`config.mk`:
```
export PLATFORM = sky130hd
export DESIGN_NAME = hfl_cell
export DESIGN_NICKNAME = d
export VERILOG_FILES = /design/src/design/hfl_pkg.sv /design/src/design/hfl_cell.sv
export SDC_FILE = /design/constraint.sdc
export NUM_CORES = 1
export LEC_CHECK = 0
export BUFFER_PORTS_ARGS = -buffer_cell sky130_fd_sc_hd__clkbuf_2
export CORE_MARGIN = 10
export CORE_UTILIZATION = 40
export DETAILED_ROUTE_END_ITERATION = 7
export GPL_ROUTABILITY_DRIVEN = 0
export HOLD_SLACK_MARGIN = 0.03
export PLACE_DENSITY = 0.53
export SYNTH_ARGS = -nofsm -noshare
export SYNTH_HDL_FRONTEND = slang
export SYNTH_SLANG_ARGS = --single-unit
```
`constraint.sdc`:
```
create_clock -name clk -period 33.2 [get_ports clk]
set_clock_uncertainty 0.1 [all_clocks]
set_input_delay 3.32 -clock clk [delete_from_list [all_inputs] [get_ports clk]]
set_output_delay 3.32 -clock clk [all_outputs]
set_load 0.02 [all_outputs]
```
`src/design/hfl_pkg.sv`:
```
// hfl_pkg: shared types, constants and log-domain arithmetic for the hmm forward unit
// no dependencies
`default_nettype none
package hfl_pkg;

  localparam int NUM_STATES  = 8;
  localparam int NUM_SYMBOLS = 16;
  localparam int PROB_WIDTH  = 16;

  localparam int STATE_W = $clog2(NUM_STATES);
  localparam int SYM_W   = $clog2(NUM_SYMBOLS);
  localparam int CORR_LEN = 39;

  localparam int IN_DATA_W  = 32;
  localparam int OUT_DATA_W = 24;
  localparam int OUT_PAD_W  = OUT_DATA_W - PROB_WIDTH - 1;

  typedef logic signed [PROB_WIDTH-1:0] prob_t;
  typedef logic signed [PROB_WIDTH:0]   wide_t;

  localparam prob_t P_MIN = {1'b1, {(PROB_WIDTH-1){1'b0}}};
  localparam wide_t W_MAX = {2'b00, {(PROB_WIDTH-1){1'b1}}};
  localparam wide_t W_MIN = {2'b11, {(PROB_WIDTH-1){1'b0}}};

  typedef enum logic [1:0] {
    FUNC_LOAD_TRANS = 2'd0,
    FUNC_LOAD_EMIS  = 2'd1,
    FUNC_LOAD_INIT  = 2'd2,
    FUNC_OBSERVE    = 2'd3
  } func_t;

  typedef enum logic [2:0] {
    S_IDLE,
    S_ACCUM,
    S_UPDATE,
    S_TOTAL,
    S_OUT
  } state_t;

  typedef struct packed {
    logic               shift;
    logic               acc_clr;
    logic               acc_en;
    logic               upd;
    logic               first;
    logic [STATE_W-1:0] step;
    logic [SYM_W-1:0]   sym;
    logic               sym_ok;
  } hfl_ctrl_t;

  typedef struct packed {
    logic               trans;
    logic               emis;
    logic               init;
    logic [STATE_W-1:0] row;
    logic [STATE_W-1:0] dst;
    logic [SYM_W-1:0]   col;
    prob_t              value;
  } hfl_wr_t;

  function automatic logic [8:0] corr_lut(input logic [5:0] k);
    logic [8:0] c;
    unique case (k)
      6'd0:  c = 9'd256; 6'd1:  c = 9'd225; 6'd2:  c = 9'd198; 6'd3:  c = 9'd172;
      6'd4:  c = 9'd150; 6'd5:  c = 9'd130; 6'd6:  c = 9'd112; 6'd7:  c = 9'd96;
      6'd8:  c = 9'd82;  6'd9:  c = 9'd70;  6'd10: c = 9'd60;  6'd11: c = 9'd51;
      6'd12: c = 9'd44;  6'd13: c = 9'd37;  6'd14: c = 9'd31;  6'd15: c = 9'd26;
      6'd16: c = 9'd22;  6'd17: c = 9'd19;  6'd18: c = 9'd16;  6'd19: c = 9'd13;
      6'd20: c = 9'd11;  6'd21: c = 9'd10;  6'd22: c = 9'd8;   6'd23: c = 9'd7;
      6'd24: c = 9'd6;   6'd25: c = 9'd5;   6'd26: c = 9'd4;   6'd27: c = 9'd3;
      6'd28: c = 9'd3;   6'd29: c = 9'd2;   6'd30: c = 9'd2;   6'd31: c = 9'd2;
      6'd32, 6'd33, 6'd34, 6'd35, 6'd36, 6'd37, 6'd38: c = 9'd1;
      default: c = 9'd0;
    endcase
    return c;
  endfunction

  function automatic prob_t P_MAX_f();
    return W_MAX[PROB_WIDTH-1:0];
  endfunction

  function automatic prob_t lmul(input prob_t a, input prob_t b);
    wide_t s;
    s = wide_t'(a) + wide_t'(b);
    if (a == P_MIN || b == P_MIN) return P_MIN;
    if (s > W_MAX) return P_MAX_f();
    if (s < W_MIN) return P_MIN;
    return s[PROB_WIDTH-1:0];
  endfunction

  function automatic prob_t ladd(input prob_t a, input prob_t b);
    wide_t                 m;
    wide_t                 n;
    wide_t                 s;
    logic [PROB_WIDTH:0]   d;
    logic [PROB_WIDTH-6:0] k;
    logic [8:0]            c;
    logic [PROB_WIDTH:0]   cz;
    m  = (a > b) ? wide_t'(a) : wide_t'(b);
    n  = (a > b) ? wide_t'(b) : wide_t'(a);
    d  = m - n;
    k  = d[PROB_WIDTH:6];
    c  = (k < CORR_LEN) ? corr_lut(k[5:0]) : 9'd0;
    cz = (PROB_WIDTH+1)'(c);
    s  = m + $signed(cz);
    if (a == P_MIN) return b;
    if (b == P_MIN) return a;
    if (s > W_MAX) return P_MAX_f();
    return s[PROB_WIDTH-1:0];
  endfunction

endpackage
`default_nettype wire

```
`src/design/hfl_cell.sv`:
```
// hfl_cell: one state of the forward recursion, holds alpha, its transition column,
// emission row, initial entry and accumulator; depends on hfl_pkg
`default_nettype none
module hfl_cell (
  input  wire logic                        clk,
  input  wire logic                        rst,
  input  wire logic [hfl_pkg::STATE_W-1:0] cell_id,
  input  wire hfl_pkg::hfl_ctrl_t          ctrl,
  input  wire hfl_pkg::hfl_wr_t            wr,
  input  wire hfl_pkg::prob_t              alpha_in,
  input  wire hfl_pkg::prob_t              head,
  output hfl_pkg::prob_t                   alpha
);

  hfl_pkg::prob_t trans [hfl_pkg::NUM_STATES];
  hfl_pkg::prob_t emis  [hfl_pkg::NUM_SYMBOLS];
  hfl_pkg::prob_t init;
  hfl_pkg::prob_t acc;
  hfl_pkg::prob_t src;

  assign src   = ctrl.first ? init : acc;

  always_ff @(posedge clk) begin
    if (wr.trans && wr.dst == cell_id) begin
      trans[wr.row] <= wr.value;
    end
    if (wr.emis && wr.row == cell_id) begin
      emis[wr.col] <= wr.value;
    end
    if (wr.init && wr.row == cell_id) begin
      init <= wr.value;
    end
    if (ctrl.acc_clr) begin
      acc <= hfl_pkg::P_MIN;
    end else if (ctrl.acc_en) begin
      acc <= hfl_pkg::ladd(acc, hfl_pkg::lmul(head, trans[ctrl.step]));
    end
  end

  always_ff @(posedge clk) begin
    if (rst) begin
      alpha <= hfl_pkg::P_MIN;
    end else if (ctrl.upd) begin
      alpha <= hfl_pkg::lmul(src, ctrl.sym_ok ? emis[ctrl.sym] : hfl_pkg::P_MIN);
    end else if (ctrl.shift) begin
      alpha <= alpha_in;
    end
  end

endmodule
`default_nettype wire

```
After elaboration in Yosys (flattened, before gate mapping)
Memory sizes are Yosys's and may differ from the RTL's.
Cells that the tools add are included.
{ "word_totals": {"register_bits": 48, "ramBits": 384, "romBits": 576, "inputBits": 79, "output_inout_bits": 16, "word_cells": 100, "mem_count": 3} }
{ "op_classes": {"n_addsub": 4, "magnitude_cmp": 7, "n_eq_ne": 8, "n_mux": 69, "n_reduce_logical": 6} }
{ "mem_list": {"columns": ["name", "depth", "word_bits", "rd", "rd_clocked_by_memory_dff", "write_ports", "line_no", "rtl"], "rows": [
  ["(name not given)", 64, 9, 1, 0, 0, "hfl_pkg.sv:63", "unique case (k)"],
  ["emis", 16, 16, 1, 0, 1, "hfl_cell.sv:16", "hfl_pkg::prob_t emis [hfl_pkg::NUM_SYMBOLS];"],
  ["trans", 8, 16, 1, 0, 1, "hfl_cell.sv:15", "hfl_pkg::prob_t trans [hfl_pkg::NUM_STATES];"]
]} }
{ "ops": {"columns": ["op", "n"], "rows": [
  ["16-bit 2-to-1 mux", 24],
  ["16-bit equality test (second input constant)", 6],
  ["17-bit by 16-bit > comparator with 1-bit output (second input constant)", 3],
  ["1-bit 2-to-1 mux", 40],
  ["16-bit by 16-bit adder with 17-bit output", 2],
  ["17-bit by 16-bit < comparator with 1-bit output (second input constant)", 2],
  ["17-bit 2-to-1 mux", 2],
  ["9-bit 2-to-1 mux", 3],
  ["17-bit by 10-bit adder with 17-bit output", 1],
  ["17-bit subtractor", 1],
  ["16-bit > comparator", 1],
  ["11-bit by 6-bit < comparator with 1-bit output (second input constant)", 1],
  ["3-bit equality test", 2],
  ["1-bit logical AND", 3],
  ["1-bit logical OR", 2],
  ["2-bit nonzero test", 1]
]} }

Logic depth before layout (Yosys ltp)
Gate-level depths: netlist (run 1).
An unclocked memory read counts as a cell.
{ "logic_depth": {"word_depth": 35, "mapped_depth": 55, "mapped_depth_nobuf": 47} }

Least setup slack after synthesis (run 1)
OpenSTA, ideal clock, no wires.
{ "synth_timing": {"path_kind": "in2reg", "start": "input port ctrl[5] (netlist name)", "end": "register acc[10]", "setup_ps": 70, "arrival_ps": 13701, "required_time_ps": 33030, "setup_slack_ps": 19329, "path_stages": 46, "path_buffers": 7, "cell_sequence": "buf_4 > buf_1 > buf_1 > mux4_2 > mux2_2 > ha_1 > a211oi_1 > o31ai_2 > o2111ai_2 > a21oi_1 > or4b_2 > a31oi_1 > o21ai_0 > ha_1 > clkbuf_1 > o211ai_1 > and3_1 > nor3_1 > (+10 left out) > a32oi_4 > o211ai_4 > a211oi_2 > ha_1 > a21o_1 > a21oi_1 > o21bai_1 > a21oi_1 > o21bai_1 > a21oi_1 > o21ai_0 > and2_0 > a211oi_1 > a31oi_1 > o31ai_2 > nor2_1 > a2111o_1 > a21oi_1"} }
{ "synth_between": {"elab_chain_cells": 30, "word_cells_on_any_way": 52, "classes_between": "add/sub (3); order compare (5); eq/ne (2); mux (39); reduce/logical (1); memory (2)"} }
{ "synth_rtl": {"columns": ["element", "line_no", "rtl"], "rows": [
  ["start, declared", "hfl_cell.sv:8", "input wire hfl_pkg::hfl_ctrl_t ctrl,"],
  ["memory read 8 x 16 bit *", null, null],
  ["16-bit by 16-bit adder with 17-bit output", "hfl_pkg.sv:84", "s = wide_t'(a) + wide_t'(b);"],
  ["17-bit by 16-bit < comparator with 1-bit output", "hfl_pkg.sv:87", "if (s < W_MIN) return P_MIN;"],
  ["1-bit 2-to-1 mux (2 in series)", "hfl_pkg.sv:87", null],
  ["1-bit 2-to-1 mux", "hfl_pkg.sv:86", "if (s > W_MAX) return P_MAX_f();"],
  ["1-bit 2-to-1 mux", "hfl_cell.sv:35", "end else if (ctrl.acc_en) begin"],
  ["1-bit 2-to-1 mux", "hfl_cell.sv:33", "if (ctrl.acc_clr) begin"],
  ["16-bit 2-to-1 mux", "hfl_pkg.sv:88", "return s[PROB_WIDTH-1:0];"],
  ["(+12 left out)", null, null],
  ["17-bit by 16-bit > comparator with 1-bit output", "hfl_pkg.sv:108", "if (s > W_MAX) return P_MAX_f();"],
  ["1-bit 2-to-1 mux (2 in series)", "hfl_pkg.sv:108", null],
  ["1-bit 2-to-1 mux", "hfl_pkg.sv:107", "if (b == P_MIN) return a;"],
  ["1-bit 2-to-1 mux", "hfl_cell.sv:35", null],
  ["1-bit 2-to-1 mux", "hfl_cell.sv:33", null],
  ["16-bit 2-to-1 mux", "hfl_pkg.sv:109", "return s[PROB_WIDTH-1:0];"],
  ["16-bit 2-to-1 mux", "hfl_pkg.sv:108", null],
  ["16-bit 2-to-1 mux *", "hfl_pkg.sv:107", null],
  ["end signal, assigned", "hfl_cell.sv:34", "acc <= hfl_pkg::P_MIN;"],
  ["end signal, assigned", "hfl_cell.sv:36", "acc <= hfl_pkg::ladd(acc, hfl_pkg::lmul(head, trans[ctrl.step]));"],
  ["end, declared", "hfl_cell.sv:18", "hfl_pkg::prob_t acc;"]
]} }
Every way passes the cells marked *; elsewhere a longest branch is shown, timed or not. The select of a mux whose other input is x is not followed.
A chain may end at the register's enable or synchronous reset.

Worst setup path in the final report (run 1)
Ends and elaborated chain as after synthesis.

==> metrics.cfg, run 1 <==
[run_status]
status=completed

[critical_path]
required_ns=33.62
reg2reg_to=acc[10]
crit_path_end=acc[10]
critPathMostFrequentCell=a21oi_1
r2r_cells=43
crit_fanout=47
cp-start-kind=primary input
critical-path-slowest-cell=o31ai_2
worstSetupStartpoint=ctrl[5]
end_kind=flop
criticalPathCategory=primary input to flop
r2r_slack_ns=21.61
r2r-start=trans[3][0]
cpPeakStageDelay_ns=0.74
worstPathArrival_ns=15.12

[power_and_ir_drop]
total_leakage_power_nw=8.70
p_int_mw=1.20
power_mw=1.93
switchingPower_mw=0.730
power_density_nw_per_um2=77.6
switching_share_pct=37.9
combinationalPowerShare_pct=40.4
peakVddDrop_mv=0.0696
pwr-share-clk_pct=26.4
seq_power_share_pct=33.2

[synth]
ys_types=100
post_synth.cell_area_avg_sq_um=13.9
synthAdderAreaFrac_pct=4.32
synth_top_family_by_area=multiplexers
synth-seq-cells=432
synth_fp_nets=1732
ys.flop_type=edfxtp_1
muxShareOfSynthArea_pct=13.5
synth_compound_gate_area_share_pct=11.0
synthDominantCellAreaShare_pct=54.7
synth_enable_flop_cells=400
async_flop_share_pct=0
yosysWarnings=0
yosysSeqAreaShare_pct=57.6
yosys.area_share.simple_pct=9.43
synth_xor_area_share_pct=1.63
synthTopCellsByArea=edfxtp_1 55%, mux4_2 11%, ha_1 4.0%
syn-cell-area_sq_um=22000
synth_top_cell_by_area=edfxtp_1
netlist_instances=1579

[global_routing]
grt_max_degree=66
overflow=0
grt_use_total_pct=18.3
antenna_found_initial=2
grt_pass1_wl_um=89800
grt_pass1_vias=14500

[min_path]
hold_path_class=flop to flop

[detailed_routing]
drt_iter0_markers=1380
drcViolationCount=0
drt-vias-per-instance=5.83
drtAntennaViolNets=0
wl_per_cell_um=24.6
first_pass_iters=5
drt_wl_total_um=59300
vias=14100

[cts]
cts_setup_buffers=0
path_clk_slew_ns=0.06
cts_sinks=432
h-tree-depth=2
cts_resized=0
insertion_delay_ns=0.59
cts_buffers=46
cts_tree=done
ctsHoldBuffers=0
clk_root_buffer_cell=clkbuf_16
clock_path_buffers=3

[floorplan]
die_x_um=254
row_count=85
start_util_pct=40.6
dieArea_sq_um=64700
die_h_um=254
boundaryPins=95
core-area_sq_um=54100

[job]
max_cap_violations=0

[sta]
final-max-slew-violation-count=0
finalCriticalPeriod_ns=14.70
tightest_slew_ns=1.01
setup_viol_count_final=0
min_period_over_period_pct=44.3
rsz0062_at_grt=false
final_hold_viol_count=0
max_freq_mhz=68.0
final.setup.tns_ns=0
maxSlewHeadroom_pct=31.7

[layout]
num_antenna_cells=0
nets=1834
final_common_cell=edfxtp_1
area_growth_pct=12.9
drive_gt1_share_pct=22.7
final_cell_mix=400 x edfxtp_1, 107 x mux4_2, 100 x a21oi_1
nFillCells=4741
final_cell_area_sq_um=24800
fin_util_pct=45.8

[place]
port_buffers=94
placed_area_sq_um=23300
post-dp-hpwl_um=40100

-- sequential cells by signal, summed over array words and instances, names as in the netlist --
signal  flops
acc        16
alpha      16
emis      256
init       16
trans     128
-- cell type report --
class	instances	area, sq um	share of cell area, %
inverters	61	229	0.923
multi-input cells	1014	8850	35.7
clock inverters	27	280	1.13
flip-flops and latches	432	12700	51.0
clock buffers	56	1210	4.88
well taps	696	871	3.51
repair buffers	126	713	2.88
-- power groups by stage --
stage	clock network, mW	registers (mW)	logic (mW)
floorplan	0	0.642	0.582
global placement	0	0.651	0.768
detailed placement	0	0.651	0.765
CTS	0.519	0.640	0.771
global route	0.540	0.641	0.862
finish	0.508	0.640	0.777
-- routing by layer --
layer  GRT usage [%]  vias to the layer above  part of all wire (%)
li1                -                     6481                     -
met1            24.9                     7150                    45
met2            30.1                      359                    48
met3            2.50                       79                   4.5
met4            5.32                        0                   2.4
met5               0                        -                     0
-- worst max-delay path, delay by kind of cell --
kind | cells | cell delay, ns
adder cells (fa/ha/maj) | 5 | 1.53
AND/OR/NAND/NOR | 8 | 1.50
multiplexers | 3 | 1.22
AO/OA/AOI/OAI | 23 | 5.72
XOR/XNOR | 1 | 0.56
buffers and inverters | 5 | 1.19
-- per-stage QoR --
stage	cells	hold slack, ns	setup slack (ns)
6_report	2412	0.388	18.50
3_5_place_dp	2329	0.371	18.05
3_3_place_gp	2329	0.355	18.17
5_1_grt	2412	0.431	17.17
4_1_cts	2412	0.385	18.63
2_1_floorplan	1579	0.350	19.33
-- kinds of logic (layout without fill, tap and decap cells) --
group / count (synthesis) / after routing
mux: 160 / 160
simple gates: 400 / 400
buf+inv: 133 / 270
xor+xnor: 41 / 41
fa+ha+maj: 74 / 74
compound gates: 339 / 339
flops: 432 / 432
-- worst min path at each step --
stage / startpoint / end / slack, ns / cells past startpoint
2_1_floorplan: acc[0] / acc[0] / 0.35 / 2
6_report: alpha[15] / alpha[15] / 0.39 / 2
3_5_place_dp: alpha[15] / alpha[15] / 0.37 / 2
5_1_grt: alpha[15] / alpha[15] / 0.43 / 2
3_3_place_gp: alpha[15] / alpha[15] / 0.35 / 2
4_1_cts: alpha[15] / alpha[15] / 0.38 / 2
-- Yosys cell counts (all sizes together) (7+ instances only) --
| library cell | n |
|---|---|
| nand2b | 18 |
| mux2 | 28 |
| a211o | 11 |
| edfxtp | 400 |
| a21o | 16 |
| nor4b | 7 |
| and3 | 11 |
| a31oi | 7 |
| mux2i | 25 |
| nand2 | 78 |
| and2 | 24 |
| or2 | 9 |
| a31o | 8 |
| nor4 | 24 |
| o21ai | 62 |
| or3 | 8 |
| nand4 | 13 |
| nand3 | 17 |
| dfxtp | 32 |
| nor3 | 36 |
| o211ai | 19 |
| clkbuf | 46 |
| nor2b | 10 |
| nor2 | 110 |
| buf | 26 |
| ha | 71 |
| xor2 | 18 |
| o2111ai | 9 |
| xnor2 | 23 |
| a21oi | 100 |
| mux4 | 107 |
| a211oi | 19 |
| or4 | 8 |
| o21a | 11 |
| inv | 60 |
No activity file was read; power rests on OpenSTA's default activity.
==> inputs of run 2 (changes only) <==
Clock period 33.2 ns to 14.5 ns, I/O delays scaled along.
==> metrics.cfg, run 2 (synthesis gave the netlist of run 1 again) <==
[floorplan]
start_util_pct=40.6
dieArea_sq_um=64700
core-area_sq_um=54100
row_count=85
die_h_um=254
die_x_um=254
boundaryPins=95

[critical_path]
crit_fanout=39
cpPeakStageDelay_ns=0.70
end_kind=flop
crit_buf_inv=6
critPathTopFamily=compound AO/OA/AOI/OAI gates
worstPathArrival_ns=13.42
critical-path-slowest-cell=clkbuf_2
cp-start-kind=primary input
required_ns=14.87
criticalPathCategory=primary input to flop

[layout]
multi_input_area_sq_um=8850
largest_reg_flops=256
largestRegisters=emis x256, trans x128
finalNonFillerCells=2413
largest-register=emis
nets=1836
area_growth_pct=13.0
final_common_cell=edfxtp_1
final_cell_area_sq_um=24800
nFillCells=4760
final_cell_mix=400 x edfxtp_1, 107 x mux4_2, 100 x a21oi_1
num_antenna_cells=0
drive_gt1_share_pct=22.7
regArea_sq_um=12700

[cts]
insertion_delay_ns=0.59
cts_resized=0
path_clk_slew_ns=0.07
ctsHoldBuffers=0
cts_tree=done
h-tree-depth=2
clock_path_buffers=3
clk_root_buffer_cell=clkbuf_16
cts_setup_buffers=0
cts_buffers=45
cts_sinks=432

[min_path]
hold_path_class=flop to flop

[detailed_routing]
vias=14100
drt_wl_total_um=58900
drt-vias-per-instance=5.84
drcViolationCount=0
wl_per_cell_um=24.4
first_pass_iters=5
drt_iter0_markers=1178
drtAntennaViolNets=0

[sta]
min_period_over_period_pct=90.0
hold_ws_ns=0.383
maxSlewHeadroom_pct=31.2
final_hold_viol_count=0
rsz0062_at_grt=false
final.setup.tns_ns=0
max_freq_mhz=76.6
finalCriticalPeriod_ns=13.05
setup_viol_count_final=0
final-max-slew-violation-count=0
tightest_slew_ns=1.03

[global_routing]
antenna_found_initial=3
grt_use_total_pct=18.2
grt_max_degree=44
grt_pass1_wl_um=89300
overflow=0
grt_pass1_vias=14500

[run_status]
status=completed

[place]
placed_area_sq_um=23300
post-place-cells=2332
port_buffers=94
post-dp-hpwl_um=40100

[job]
max_cap_violations=0

[power_and_ir_drop]
power_mw=4.44
total_leakage_power_nw=8.69
peakVddDrop_mv=0.139
power_density_nw_per_um2=179

[run 2: changes by cell type in the layout (fill, tap and decap cells not counted)]
cell / delta
clkinv_16: +1
clkinv_2: -6
clkbuf_1: +1
clkbuf_16: -2
clkinv_8: +1
clkinv_4: +1
clkinvlp_4: +2
buf_4: +3
[run 2: where the power goes]
part	total (mW)	switching (mW)	internal, mW
clock network	1.16	0.493	0.669
registers	1.46	0.0603	1.40
logic	1.82	1.16	0.655
total	4.44	1.71	2.73
[run 2: layout make-up]
class / count / share of cell area, %
clock buffers: 55 / 4.69
clock inverters: 26 / 1.29
inverters: 61 / 0.923
multi-input cells: 1014 / 35.6
flip-flops and latches: 432 / 51.0
well taps: 696 / 3.51
repair buffers: 129 / 2.96
[run 2: worst reg2reg max path, delay by kind of cell, from the launching register on]
family                   cells  cell delay, ns
AO/OA/AOI/OAI               22            4.69
adder cells (fa/ha/maj)      5            1.86
AND/OR/NAND/NOR              9            1.78
buffers and inverters        4            1.09
multiplexers                 3            0.96
XOR/XNOR                     1            0.58
flip-flops                   1            0.36
[run 2: per-stage QoR]
step	utilization [%]	setup WS, ns
after floorplan	-	2.50
after global placement	43.1	1.34
after detailed placement	43.1	1.01
after CTS	45.8	1.62
after global routing	45.8	0.561
final	45.8	1.45
[run 2: final timing paths]
| check | start | end | slack (ns) | cells past startpoint |
|---|---|---|---|---|
| worst min register to register | alpha[15] | alpha[15] | 0.38 | 2 |
| worst max-delay path | ctrl[6] | acc[4] | 1.45 | 47 |
| worst max register to register | trans[3][4] | acc[4] | 2.94 | 44 |
| worst min-delay path | alpha[15] | alpha[15] | 0.38 | 2 |
[run 2: per-layer routing]
metal,share of wire (%),GRT usage (%),up-vias
li1,-,-,6487
met1,43,24.3,7145
met2,49,30.2,364
met3,5.8,3.59,84
met4,1.9,4.65,2
met5,0.015,0,-
